$ cat config.mk
export PLATFORM = sky130hd
export DESIGN_NAME = voted_trigger_debounce_cooldown_flat
export DESIGN_NICKNAME = d
export VERILOG_FILES = /design/src/vtdc_pkg.sv /design/src/vtdc_if.sv /design/src/vtdc_vote.sv /design/src/vtdc_fsm.sv /design/src/voted_trigger_debounce_cooldown.sv /design/src/flat_wrapper.sv
export SDC_FILE = /design/constraint.sdc
export NUM_CORES = 1
export LEC_CHECK = 0
export BUFFER_PORTS_ARGS = -buffer_cell sky130_fd_sc_hd__buf_4
export CAP_MARGIN = 20
export CORE_AREA = 2 2 135 137
export DETAILED_ROUTE_END_ITERATION = 10
export DIE_AREA = 0 0 137 139
export PLACE_DENSITY_LB_ADDON = 0.05
export SLEW_MARGIN = 40
export SYNTH_ARGS = -nofsm -noshare
export SYNTH_HDL_FRONTEND = slang
export SYNTH_SLANG_ARGS = --single-unit
$ cat constraint.sdc
create_clock -name clk -period 11.44 [get_ports clk]
set_input_delay 1.144 -clock clk [delete_from_list [all_inputs] [get_ports clk]]
set_output_delay 1.144 -clock clk [all_outputs]
set_load 0.02 [all_outputs]
$ cat src/vtdc_pkg.sv
// ----------------------------------------------------------------------------
// vtdc_pkg
// Shared types, register codes and reset values for the voted trigger
// debounce block.
// ----------------------------------------------------------------------------
package vtdc_pkg;

    // Default number of samples of each trigger line in one poll.
    localparam int VOTE_SAMPLES_DEF = 5;

    localparam int TIME_W    = 32;
    localparam int MS_W      = 16;
    localparam int COUNT_W   = 8;
    localparam int THR_W     = 3;
    localparam int CFG_IDX_W = 8;
    localparam int CFG_DAT_W = 16;

    localparam logic [COUNT_W-1:0] CONFIRM_RST  = 8'd8;
    localparam logic [MS_W-1:0]    SPACING_RST  = 16'd10;
    localparam logic [MS_W-1:0]    COOLDOWN_RST = 16'd1000;
    localparam logic [THR_W-1:0]   THRESH_RST   = 3'd3;
    localparam logic [COUNT_W-1:0] COUNT_MAX    = 8'hFF;

    typedef enum logic [CFG_IDX_W-1:0] {
        CFG_CONFIRM_COUNT = 8'd0,
        CFG_SPACING_MS    = 8'd1,
        CFG_COOLDOWN_MS   = 8'd2,
        CFG_THRESHOLD     = 8'd3
    } cfg_index_t;

    typedef enum logic [1:0] {
        PH_IDLE = 2'd0,
        PH_DEB  = 2'd1,
        PH_TRIG = 2'd2,
        PH_COOL = 2'd3
    } phase_t;

    typedef enum logic [1:0] {
        MODE_NONE   = 2'd0,
        MODE_FIRST  = 2'd1,
        MODE_SECOND = 2'd2
    } mode_t;

    typedef struct packed {
        logic [COUNT_W-1:0] confirm_count;
        logic [MS_W-1:0]    sample_spacing_ms;
        logic [MS_W-1:0]    cooldown_ms;
        logic [THR_W-1:0]   vote_threshold;
    } vtdc_cfg_t;

    typedef struct packed {
        logic   fire;
        logic   fire_mode;
        phase_t phase;
        mode_t  voted_mode;
    } vtdc_result_t;

endpackage

$ cat src/vtdc_if.sv
// ----------------------------------------------------------------------------
// vtdc_if
// Valid/ready channels of the voted trigger debounce block: poll words in,
// result words out, and the register write channel.
// ----------------------------------------------------------------------------
interface vtdc_poll_if #(
    parameter int SAMPLES = vtdc_pkg::VOTE_SAMPLES_DEF
);
    logic                        valid;
    logic                        ready;
    logic [vtdc_pkg::TIME_W-1:0] now_ms;
    logic [SAMPLES-1:0]          first_line_samples;
    logic [SAMPLES-1:0]          second_line_samples;

    modport source (
        output valid, now_ms, first_line_samples, second_line_samples,
        input  ready
    );
    modport sink (
        input  valid, now_ms, first_line_samples, second_line_samples,
        output ready
    );
endinterface

interface vtdc_result_if;
    logic       valid;
    logic       ready;
    logic       fire;
    logic       fire_mode;
    logic [1:0] phase;
    logic [1:0] voted_mode;

    modport source (
        output valid, fire, fire_mode, phase, voted_mode,
        input  ready
    );
    modport sink (
        input  valid, fire, fire_mode, phase, voted_mode,
        output ready
    );
endinterface

interface vtdc_cfg_if;
    logic                           valid;
    logic                           ready;
    logic [vtdc_pkg::CFG_IDX_W-1:0] index;
    logic [vtdc_pkg::CFG_DAT_W-1:0] data;

    modport source (
        output valid, index, data,
        input  ready
    );
    modport sink (
        input  valid, index, data,
        output ready
    );
endinterface

$ cat src/vtdc_vote.sv
// ----------------------------------------------------------------------------
// vtdc_vote
// Majority vote of one poll: counts the set samples of each line and picks
// the mode, the first line taking priority.
// ----------------------------------------------------------------------------
module vtdc_vote #(
    parameter int VOTE_SAMPLES = vtdc_pkg::VOTE_SAMPLES_DEF
) (
    input  logic [VOTE_SAMPLES-1:0]      first_line_samples,
    input  logic [VOTE_SAMPLES-1:0]      second_line_samples,
    input  logic [vtdc_pkg::THR_W-1:0]   vote_threshold,
    output vtdc_pkg::mode_t              vote
);

    localparam int CNT_W = $clog2(VOTE_SAMPLES + 1);
    localparam int CMP_W = (CNT_W > vtdc_pkg::THR_W) ? CNT_W : vtdc_pkg::THR_W;

    function automatic logic [CNT_W-1:0] count_set(input logic [VOTE_SAMPLES-1:0] bits);
        logic [CNT_W-1:0] n;
        n = '0;
        for (int i = 0; i < VOTE_SAMPLES; i++)
        begin
            n = n + CNT_W'(bits[i]);
        end
        return n;
    endfunction

    logic [CMP_W-1:0] first_cnt;
    logic [CMP_W-1:0] second_cnt;
    logic [CMP_W-1:0] thresh;

    assign first_cnt  = CMP_W'(count_set(first_line_samples));
    assign second_cnt = CMP_W'(count_set(second_line_samples));
    assign thresh     = CMP_W'(vote_threshold);

    always_comb
    begin
        if (first_cnt >= thresh)
        begin
            vote = vtdc_pkg::MODE_FIRST;
        end
        else if (second_cnt >= thresh)
        begin
            vote = vtdc_pkg::MODE_SECOND;
        end
        else
        begin
            vote = vtdc_pkg::MODE_NONE;
        end
    end

endmodule

$ cat src/vtdc_fsm.sv
// ----------------------------------------------------------------------------
// vtdc_fsm
// Four-phase debounce machine: confirms a voted mode over spaced polls,
// pulses fire, waits for release and holds off for the cooldown time.
// ----------------------------------------------------------------------------
module vtdc_fsm (
    input  logic                        clk,
    input  logic                        rst_n,
    input  logic                        step,
    input  logic [vtdc_pkg::TIME_W-1:0] now_ms,
    input  vtdc_pkg::mode_t             vote,
    input  vtdc_pkg::vtdc_cfg_t         cfg,
    output vtdc_pkg::vtdc_result_t      result
);

    vtdc_pkg::phase_t                 phase_reg, phase_next;
    logic [vtdc_pkg::TIME_W-1:0]      start_reg, start_next;
    logic [vtdc_pkg::COUNT_W-1:0]     count_reg, count_next;
    vtdc_pkg::mode_t                  latched_reg, latched_next;

    logic [vtdc_pkg::TIME_W-1:0]      elapsed;
    logic                             spacing_ok;
    logic                             cool_ok;
    logic                             match;
    logic [vtdc_pkg::COUNT_W-1:0]     count_inc;
    logic                             confirmed;

    // Time differences wrap modulo 2^32.
    assign elapsed    = now_ms - start_reg;
    assign spacing_ok = elapsed >= vtdc_pkg::TIME_W'(cfg.sample_spacing_ms);
    assign cool_ok    = elapsed >= vtdc_pkg::TIME_W'(cfg.cooldown_ms);
    assign match      = (vote == latched_reg);
    assign count_inc  = (count_reg == vtdc_pkg::COUNT_MAX) ? count_reg
                                                          : count_reg + 8'd1;
    assign confirmed  = count_inc >= cfg.confirm_count;

    always_comb
    begin
        phase_next   = phase_reg;
        start_next   = start_reg;
        count_next   = count_reg;
        latched_next = latched_reg;
        case (phase_reg)
            vtdc_pkg::PH_IDLE:
            begin
                if (vote != vtdc_pkg::MODE_NONE)
                begin
                    phase_next   = vtdc_pkg::PH_DEB;
                    start_next   = now_ms;
                    count_next   = 8'd1;
                    latched_next = vote;
                end
            end
            vtdc_pkg::PH_DEB:
            begin
                if (spacing_ok)
                begin
                    if (match)
                    begin
                        count_next = count_inc;
                        start_next = now_ms;
                        if (confirmed)
                        begin
                            phase_next = vtdc_pkg::PH_TRIG;
                        end
                    end
                    else
                    begin
                        phase_next   = vtdc_pkg::PH_IDLE;
                        count_next   = '0;
                        latched_next = vtdc_pkg::MODE_NONE;
                    end
                end
            end
            vtdc_pkg::PH_TRIG:
            begin
                if (vote == vtdc_pkg::MODE_NONE)
                begin
                    phase_next = vtdc_pkg::PH_COOL;
                    start_next = now_ms;
                end
            end
            vtdc_pkg::PH_COOL:
            begin
                if (cool_ok)
                begin
                    phase_next   = vtdc_pkg::PH_IDLE;
                    latched_next = vtdc_pkg::MODE_NONE;
                end
            end
            default:
            begin
                phase_next = vtdc_pkg::PH_IDLE;
            end
        endcase
    end

    always_comb
    begin
        result.fire       = (phase_reg == vtdc_pkg::PH_DEB) && spacing_ok && match
                            && confirmed;
        result.fire_mode  = result.fire && (latched_reg == vtdc_pkg::MODE_SECOND);
        result.phase      = phase_next;
        result.voted_mode = vote;
    end

    always_ff @(posedge clk or negedge rst_n)
    begin
        if (!rst_n)
        begin
            phase_reg   <= vtdc_pkg::PH_IDLE;
            start_reg   <= '0;
            count_reg   <= '0;
            latched_reg <= vtdc_pkg::MODE_NONE;
        end
        else if (step)
        begin
            phase_reg   <= phase_next;
            start_reg   <= start_next;
            count_reg   <= count_next;
            latched_reg <= latched_next;
        end
    end

endmodule

$ cat src/voted_trigger_debounce_cooldown.sv
// ----------------------------------------------------------------------------
// voted_trigger_debounce_cooldown
// Debounces two voted trigger lines and pulses fire once per confirmed press.
// ----------------------------------------------------------------------------
// Usage:
// Each poll word on the poll channel carries a millisecond timestamp and the
// samples of both trigger lines. For every poll exactly one word leaves on
// the result channel: fire, fire_mode, the phase after the poll and the vote.
// A poll is captured in an input register; the vote and the phase update are
// computed from it and land in the result register, which makes the word
// valid, when the poll moves on; the phase state is updated at that point.
// One poll is taken every cycle while the receiver keeps taking results.
// When the receiver stalls, the result register holds and the input register
// still takes one more poll; after that the poll channel drops ready.
// Reset clears the phase machine to idle and restores the register defaults:
// confirm count 8, spacing 10 ms, cooldown 1000 ms, threshold 3.
// The register channel is always ready and should be written only while no
// poll is in flight. The poll interface must be built with SAMPLES equal to
// VOTE_SAMPLES.
// ----------------------------------------------------------------------------
module voted_trigger_debounce_cooldown #(
    parameter int VOTE_SAMPLES = vtdc_pkg::VOTE_SAMPLES_DEF
) (
    input  logic          clk,
    input  logic          rst_n,
    vtdc_poll_if.sink     poll,
    vtdc_result_if.source result,
    vtdc_cfg_if.sink      cfg
);

    vtdc_pkg::vtdc_cfg_t          cfg_reg;

    logic                         in_valid_reg;
    logic [vtdc_pkg::TIME_W-1:0]  now_reg;
    logic [VOTE_SAMPLES-1:0]      first_reg;
    logic [VOTE_SAMPLES-1:0]      second_reg;

    logic                         out_valid_reg;
    vtdc_pkg::vtdc_result_t       out_reg;

    logic                         advance;
    vtdc_pkg::mode_t              vote;
    vtdc_pkg::vtdc_result_t       res_next;

    // Register writes.
    assign cfg.ready = 1'b1;

    always_ff @(posedge clk or negedge rst_n)
    begin
        if (!rst_n)
        begin
            cfg_reg.confirm_count     <= vtdc_pkg::CONFIRM_RST;
            cfg_reg.sample_spacing_ms <= vtdc_pkg::SPACING_RST;
            cfg_reg.cooldown_ms       <= vtdc_pkg::COOLDOWN_RST;
            cfg_reg.vote_threshold    <= vtdc_pkg::THRESH_RST;
        end
        else if (cfg.valid)
        begin
            case (cfg.index)
                vtdc_pkg::CFG_CONFIRM_COUNT:
                    cfg_reg.confirm_count <= cfg.data[vtdc_pkg::COUNT_W-1:0];
                vtdc_pkg::CFG_SPACING_MS:
                    cfg_reg.sample_spacing_ms <= cfg.data[vtdc_pkg::MS_W-1:0];
                vtdc_pkg::CFG_COOLDOWN_MS:
                    cfg_reg.cooldown_ms <= cfg.data[vtdc_pkg::MS_W-1:0];
                vtdc_pkg::CFG_THRESHOLD:
                    cfg_reg.vote_threshold <= cfg.data[vtdc_pkg::THR_W-1:0];
                default:
                begin
                end
            endcase
        end
    end

    // The held poll moves on whenever the result register is free or drains.
    assign advance    = in_valid_reg && (!out_valid_reg || result.ready);
    assign poll.ready = !in_valid_reg || advance;

    always_ff @(posedge clk or negedge rst_n)
    begin
        if (!rst_n)
        begin
            in_valid_reg <= 1'b0;
        end
        else if (poll.ready)
        begin
            in_valid_reg <= poll.valid;
        end
    end

    always_ff @(posedge clk)
    begin
        if (poll.ready && poll.valid)
        begin
            now_reg    <= poll.now_ms;
            first_reg  <= poll.first_line_samples;
            second_reg <= poll.second_line_samples;
        end
    end

    vtdc_vote #(
        .VOTE_SAMPLES(VOTE_SAMPLES)
    ) u_vote (
        .first_line_samples (first_reg),
        .second_line_samples(second_reg),
        .vote_threshold     (cfg_reg.vote_threshold),
        .vote               (vote)
    );

    vtdc_fsm u_fsm (
        .clk   (clk),
        .rst_n (rst_n),
        .step  (advance),
        .now_ms(now_reg),
        .vote  (vote),
        .cfg   (cfg_reg),
        .result(res_next)
    );

    always_ff @(posedge clk or negedge rst_n)
    begin
        if (!rst_n)
        begin
            out_valid_reg <= 1'b0;
        end
        else if (advance)
        begin
            out_valid_reg <= 1'b1;
        end
        else if (result.ready)
        begin
            out_valid_reg <= 1'b0;
        end
    end

    always_ff @(posedge clk)
    begin
        if (advance)
        begin
            out_reg <= res_next;
        end
    end

    assign result.valid      = out_valid_reg;
    assign result.fire       = out_reg.fire;
    assign result.fire_mode  = out_reg.fire_mode;
    assign result.phase      = out_reg.phase;
    assign result.voted_mode = out_reg.voted_mode;

endmodule

$ cat src/flat_wrapper.sv
// flat-port wrapper written by rule: the top's interface ports become plain ports
module voted_trigger_debounce_cooldown_flat import vtdc_pkg::*;
#(
    parameter int VOTE_SAMPLES = vtdc_pkg::VOTE_SAMPLES_DEF
)
  (clk, rst_n, poll_valid, poll_now_ms, poll_first_line_samples, poll_second_line_samples, poll_ready, result_valid, result_fire, result_fire_mode, result_phase, result_voted_mode, result_ready, cfg_valid, cfg_index, cfg_data, cfg_ready);
  vtdc_poll_if #(.SAMPLES(VOTE_SAMPLES_DEF)) poll_i ();
  vtdc_result_if result_i ();
  vtdc_cfg_if cfg_i ();
  input  logic clk;
  input  logic rst_n;
  input wire logic [$bits(poll_i.valid)-1:0] poll_valid;
  input wire logic [$bits(poll_i.now_ms)-1:0] poll_now_ms;
  input wire logic [$bits(poll_i.first_line_samples)-1:0] poll_first_line_samples;
  input wire logic [$bits(poll_i.second_line_samples)-1:0] poll_second_line_samples;
  output wire logic [$bits(poll_i.ready)-1:0] poll_ready;
  output wire logic [$bits(result_i.valid)-1:0] result_valid;
  output wire logic [$bits(result_i.fire)-1:0] result_fire;
  output wire logic [$bits(result_i.fire_mode)-1:0] result_fire_mode;
  output wire logic [$bits(result_i.phase)-1:0] result_phase;
  output wire logic [$bits(result_i.voted_mode)-1:0] result_voted_mode;
  input wire logic [$bits(result_i.ready)-1:0] result_ready;
  input wire logic [$bits(cfg_i.valid)-1:0] cfg_valid;
  input wire logic [$bits(cfg_i.index)-1:0] cfg_index;
  input wire logic [$bits(cfg_i.data)-1:0] cfg_data;
  output wire logic [$bits(cfg_i.ready)-1:0] cfg_ready;
  assign poll_i.valid = poll_valid;
  assign poll_i.now_ms = poll_now_ms;
  assign poll_i.first_line_samples = poll_first_line_samples;
  assign poll_i.second_line_samples = poll_second_line_samples;
  assign poll_ready = poll_i.ready;
  assign result_valid = result_i.valid;
  assign result_fire = result_i.fire;
  assign result_fire_mode = result_i.fire_mode;
  assign result_phase = result_i.phase;
  assign result_voted_mode = result_i.voted_mode;
  assign result_i.ready = result_ready;
  assign cfg_i.valid = cfg_valid;
  assign cfg_i.index = cfg_index;
  assign cfg_i.data = cfg_data;
  assign cfg_ready = cfg_i.ready;
  voted_trigger_debounce_cooldown #(.VOTE_SAMPLES(VOTE_SAMPLES)) u_core (.clk(clk), .rst_n(rst_n), .poll(poll_i), .result(result_i), .cfg(cfg_i));
endmodule
==> results.toml <==
[cells_and_area]
largest_reg_flops = 43
postLayoutCellArea_um2 = 9967
final_cells = 1119
antennaDiodeCount = 0
nets = 1033
drive_gt1_share_pct = 23.71
synthToLayoutAreaGrowth_pct = 16.07

[power]
power_switching_uw = 949.1
powerDensity_nw_per_um2 = 248.5
swShare_pct = 38.32
pwr-share-seq_pct = 26.8
clkPwrFrac_pct = 23.5
p_int_uw = 1528
comb_power_share_pct = 49.6
vdd_drop_max_mv = 0.1260
leakagePower_uw = 0.004540

[global_routing]
antenna_found_initial = 0
grt_pass1_vias = 6321
grt_max_degree = 51
grt_pass1_wl_um = 30620
track_usage_pct = 20.42
grt_overflow = 0

[die]
core_area_um2 = 17660
ios = 80
start_util_pct = 48.63
die-area_um2 = 19040
die_w_um = 137
rows = 49
die_y_um = 139

[timing]
min_period_ns = 5.163
tns_ns = 0
maxClockFrequency_ghz = 0.1937
slew-limit-headroom_pct = 50.12
skew_ns = 0.009190
min_period_over_period_pct = 45.13
finalHoldViolations = 0
worst_pin_slew_ns = 0.7466
slew_viol_final = 0
rsz0062_at_grt = "false"
hold-worst-slack_ns = 0.5035
finalSetupViolCount = 0

[placement]
dp_hpwl_um = 13660
io_buffer_count = 78
gp_congestion = 0.8154
place_area_um2 = 9340
dp.cells = 1087

[run_status]
outcome = "finished clean"

[synth]
synth.most_common_cell = "inv_1"
yosys.area.top_type_share_pct = 22.73
yosys_most_used_dff = "dfrtp_1"
syn-num-nets = 957
syn_area_per_cell_um2 = 10.72
yosysUniqueCellTypes = 67
netlist_top_cells_area = "dfrtp_1 23%, edfxtp_1 17%, ha_1 12%"
ys_seq_area_share_pct = 42.88
netlist.top_cell.by_area = "dfrtp_1"
ys_warn_count = 0
syn_area_um2 = 8587
synth-edff-count = 48
synthCells = 801
synthArstFlopShare_pct = 64.96
synth_common_cells = "92 x inv_1, 80 x ha_1, 78 x dfrtp_1, 52 x nand2_1, 48 x edfxtp_1"
ys_ff_latch = 137

[route]
first_iter_violations = 350
ant_nets = 0
vias = 6145
routed_wl_um = 18060
wl_per_cell_um = 16.13
viasPerCell = 5.492
drc = 0
dr.pass1.iters = 5

[clock_tree]
numCtsBuffers = 17
insertion_delay_ns = 0.42
cts.sinks = 137
postCtsSetupBuffers = 0
cts_tree = "built"
clockBufferDepth = 2
htreeDepth = 4
post_cts_resized = 0
clockRootBuffer = "clkbuf_16"
hold_buffers = 0
path_clk_slew_ns = 0.06

[run]
drv_cap = 0

[worst_setup_path]
critPathArrivalTime_ns = 5.47
cp_max_fo = 32
cp-end-kind = "flop"
critPathLaunchType = "flop"
cp.required_ns = 11.74
crit-reg2reg-launch = "u_core.u_fsm.start_reg[0]"
critPathLaunch = "u_core.u_fsm.start_reg[0]"
crit_type = "flop to flop"

[worst_hold_path]
hold_start = "u_core.cfg_reg[29]"
min_path_type = "flop to flop"
==> area by class of cell <==
type                            instances  area (um2)
Multi-Input combinational cell        548        4423
Timing Repair Buffer                   81       608.1
Clock buffer                           20       446.7
Tap cell                              229       286.5
Inverter                               92       345.3
Fill cell                            1560        7690
Sequential cell                       137        3682
Clock inverter                         12       175.2
==> per-stage QoR <==
stage | setup slack [ns] | utilization (%) | power [uW]
3_3_place_gp | 6.537 | 52.89 | 1867
4_1_cts | 6.270 | 56.42 | 2494
2_1_floorplan | 7.062 | - | 1615
5_1_grt | 5.845 | 56.45 | 2687
3_5_place_dp | 6.296 | 52.90 | 1896
6_report | 6.277 | 56.45 | 2477
==> critical path: stages, from the launching register on <==
cell	delay, ns
dfrtp_1	0.39
ha_1	0.23
fa_1	0.40
nand2b_1	0.18
a21o_1	0.19
a21oi_1	0.29
o21ai_0	0.16
nand2_1	0.11
xor2_1	0.23
ha_1	0.29
a2111oi_0	0.41
a31oi_1	0.15
a211o_1	0.33
nand3b_1	0.21
nor4_2	0.63
a21oi_4	0.10
buf_4	0.33
mux2_4	0.38
==> cells in the final DEF, fill, tap and decap left out, types with 28 or more instances in the layout <==
cell | netlist | routed
a21oi_1 | 47 | 47
edfxtp_1 | 48 | 48
buf_4 | 5 | 81
mux2_4 | 29 | 29
a21o_1 | 28 | 28
ha_1 | 80 | 80
dfrtp_1 | 78 | 78
inv_1 | 92 | 92
mux2_2 | 44 | 44
o21ai_0 | 34 | 34
nand2_1 | 52 | 50
==> kinds of logic (layout without fill, tap and decap cells) <==
logic type	count (synthesis)	count (layout)	synth area share, %
buffers and inverters	116	205	5.697
adder cells (fa/ha/maj)	85	85	12.82
XOR/XNOR	27	27	2.754
AND/OR/NAND/NOR	175	175	10.37
AO/OA/AOI/OAI	183	183	14.12
other	1	1	0.04367
multiplexers	77	77	11.31
flip-flops	137	137	42.88
==> power by group through the flow <==
stage | Sequential [uW] | Combinational (uW) | Clock (uW)
floorplan | 655 | 960 | 0
global placement | 670 | 1200 | 0
detailed placement | 672 | 1220 | 0
CTS | 665 | 1230 | 595
global route | 676 | 1390 | 616
finish | 665 | 1230 | 582
==> layer usage <==
metal  global-route usage, %  vias to the layer above  wire length (um)
li1                        -                     3027                 -
met1                   26.92                     2949              8453
met2                   32.70                      138              8442
met3                   4.386                       31               704
met4                   7.976                        0               454
met5                       0                        -                 0
==> worst paths after layout <==
kind,to,slack (ns),depth (start not counted)
worst min-delay path,u_core.cfg_reg[29],0.50,1
worst max-delay path,u_core.u_fsm.start_reg[8],6.28,17
worst max register to register,u_core.u_fsm.start_reg[8],6.28,17
min in group asynchronous,u_core.cfg_reg[4],0.70,1
max in group asynchronous,u_core.u_fsm.count_reg[0],9.68,2
worst min register to register,u_core.cfg_reg[29],0.50,1
Power figures use the tool's default switching activity.
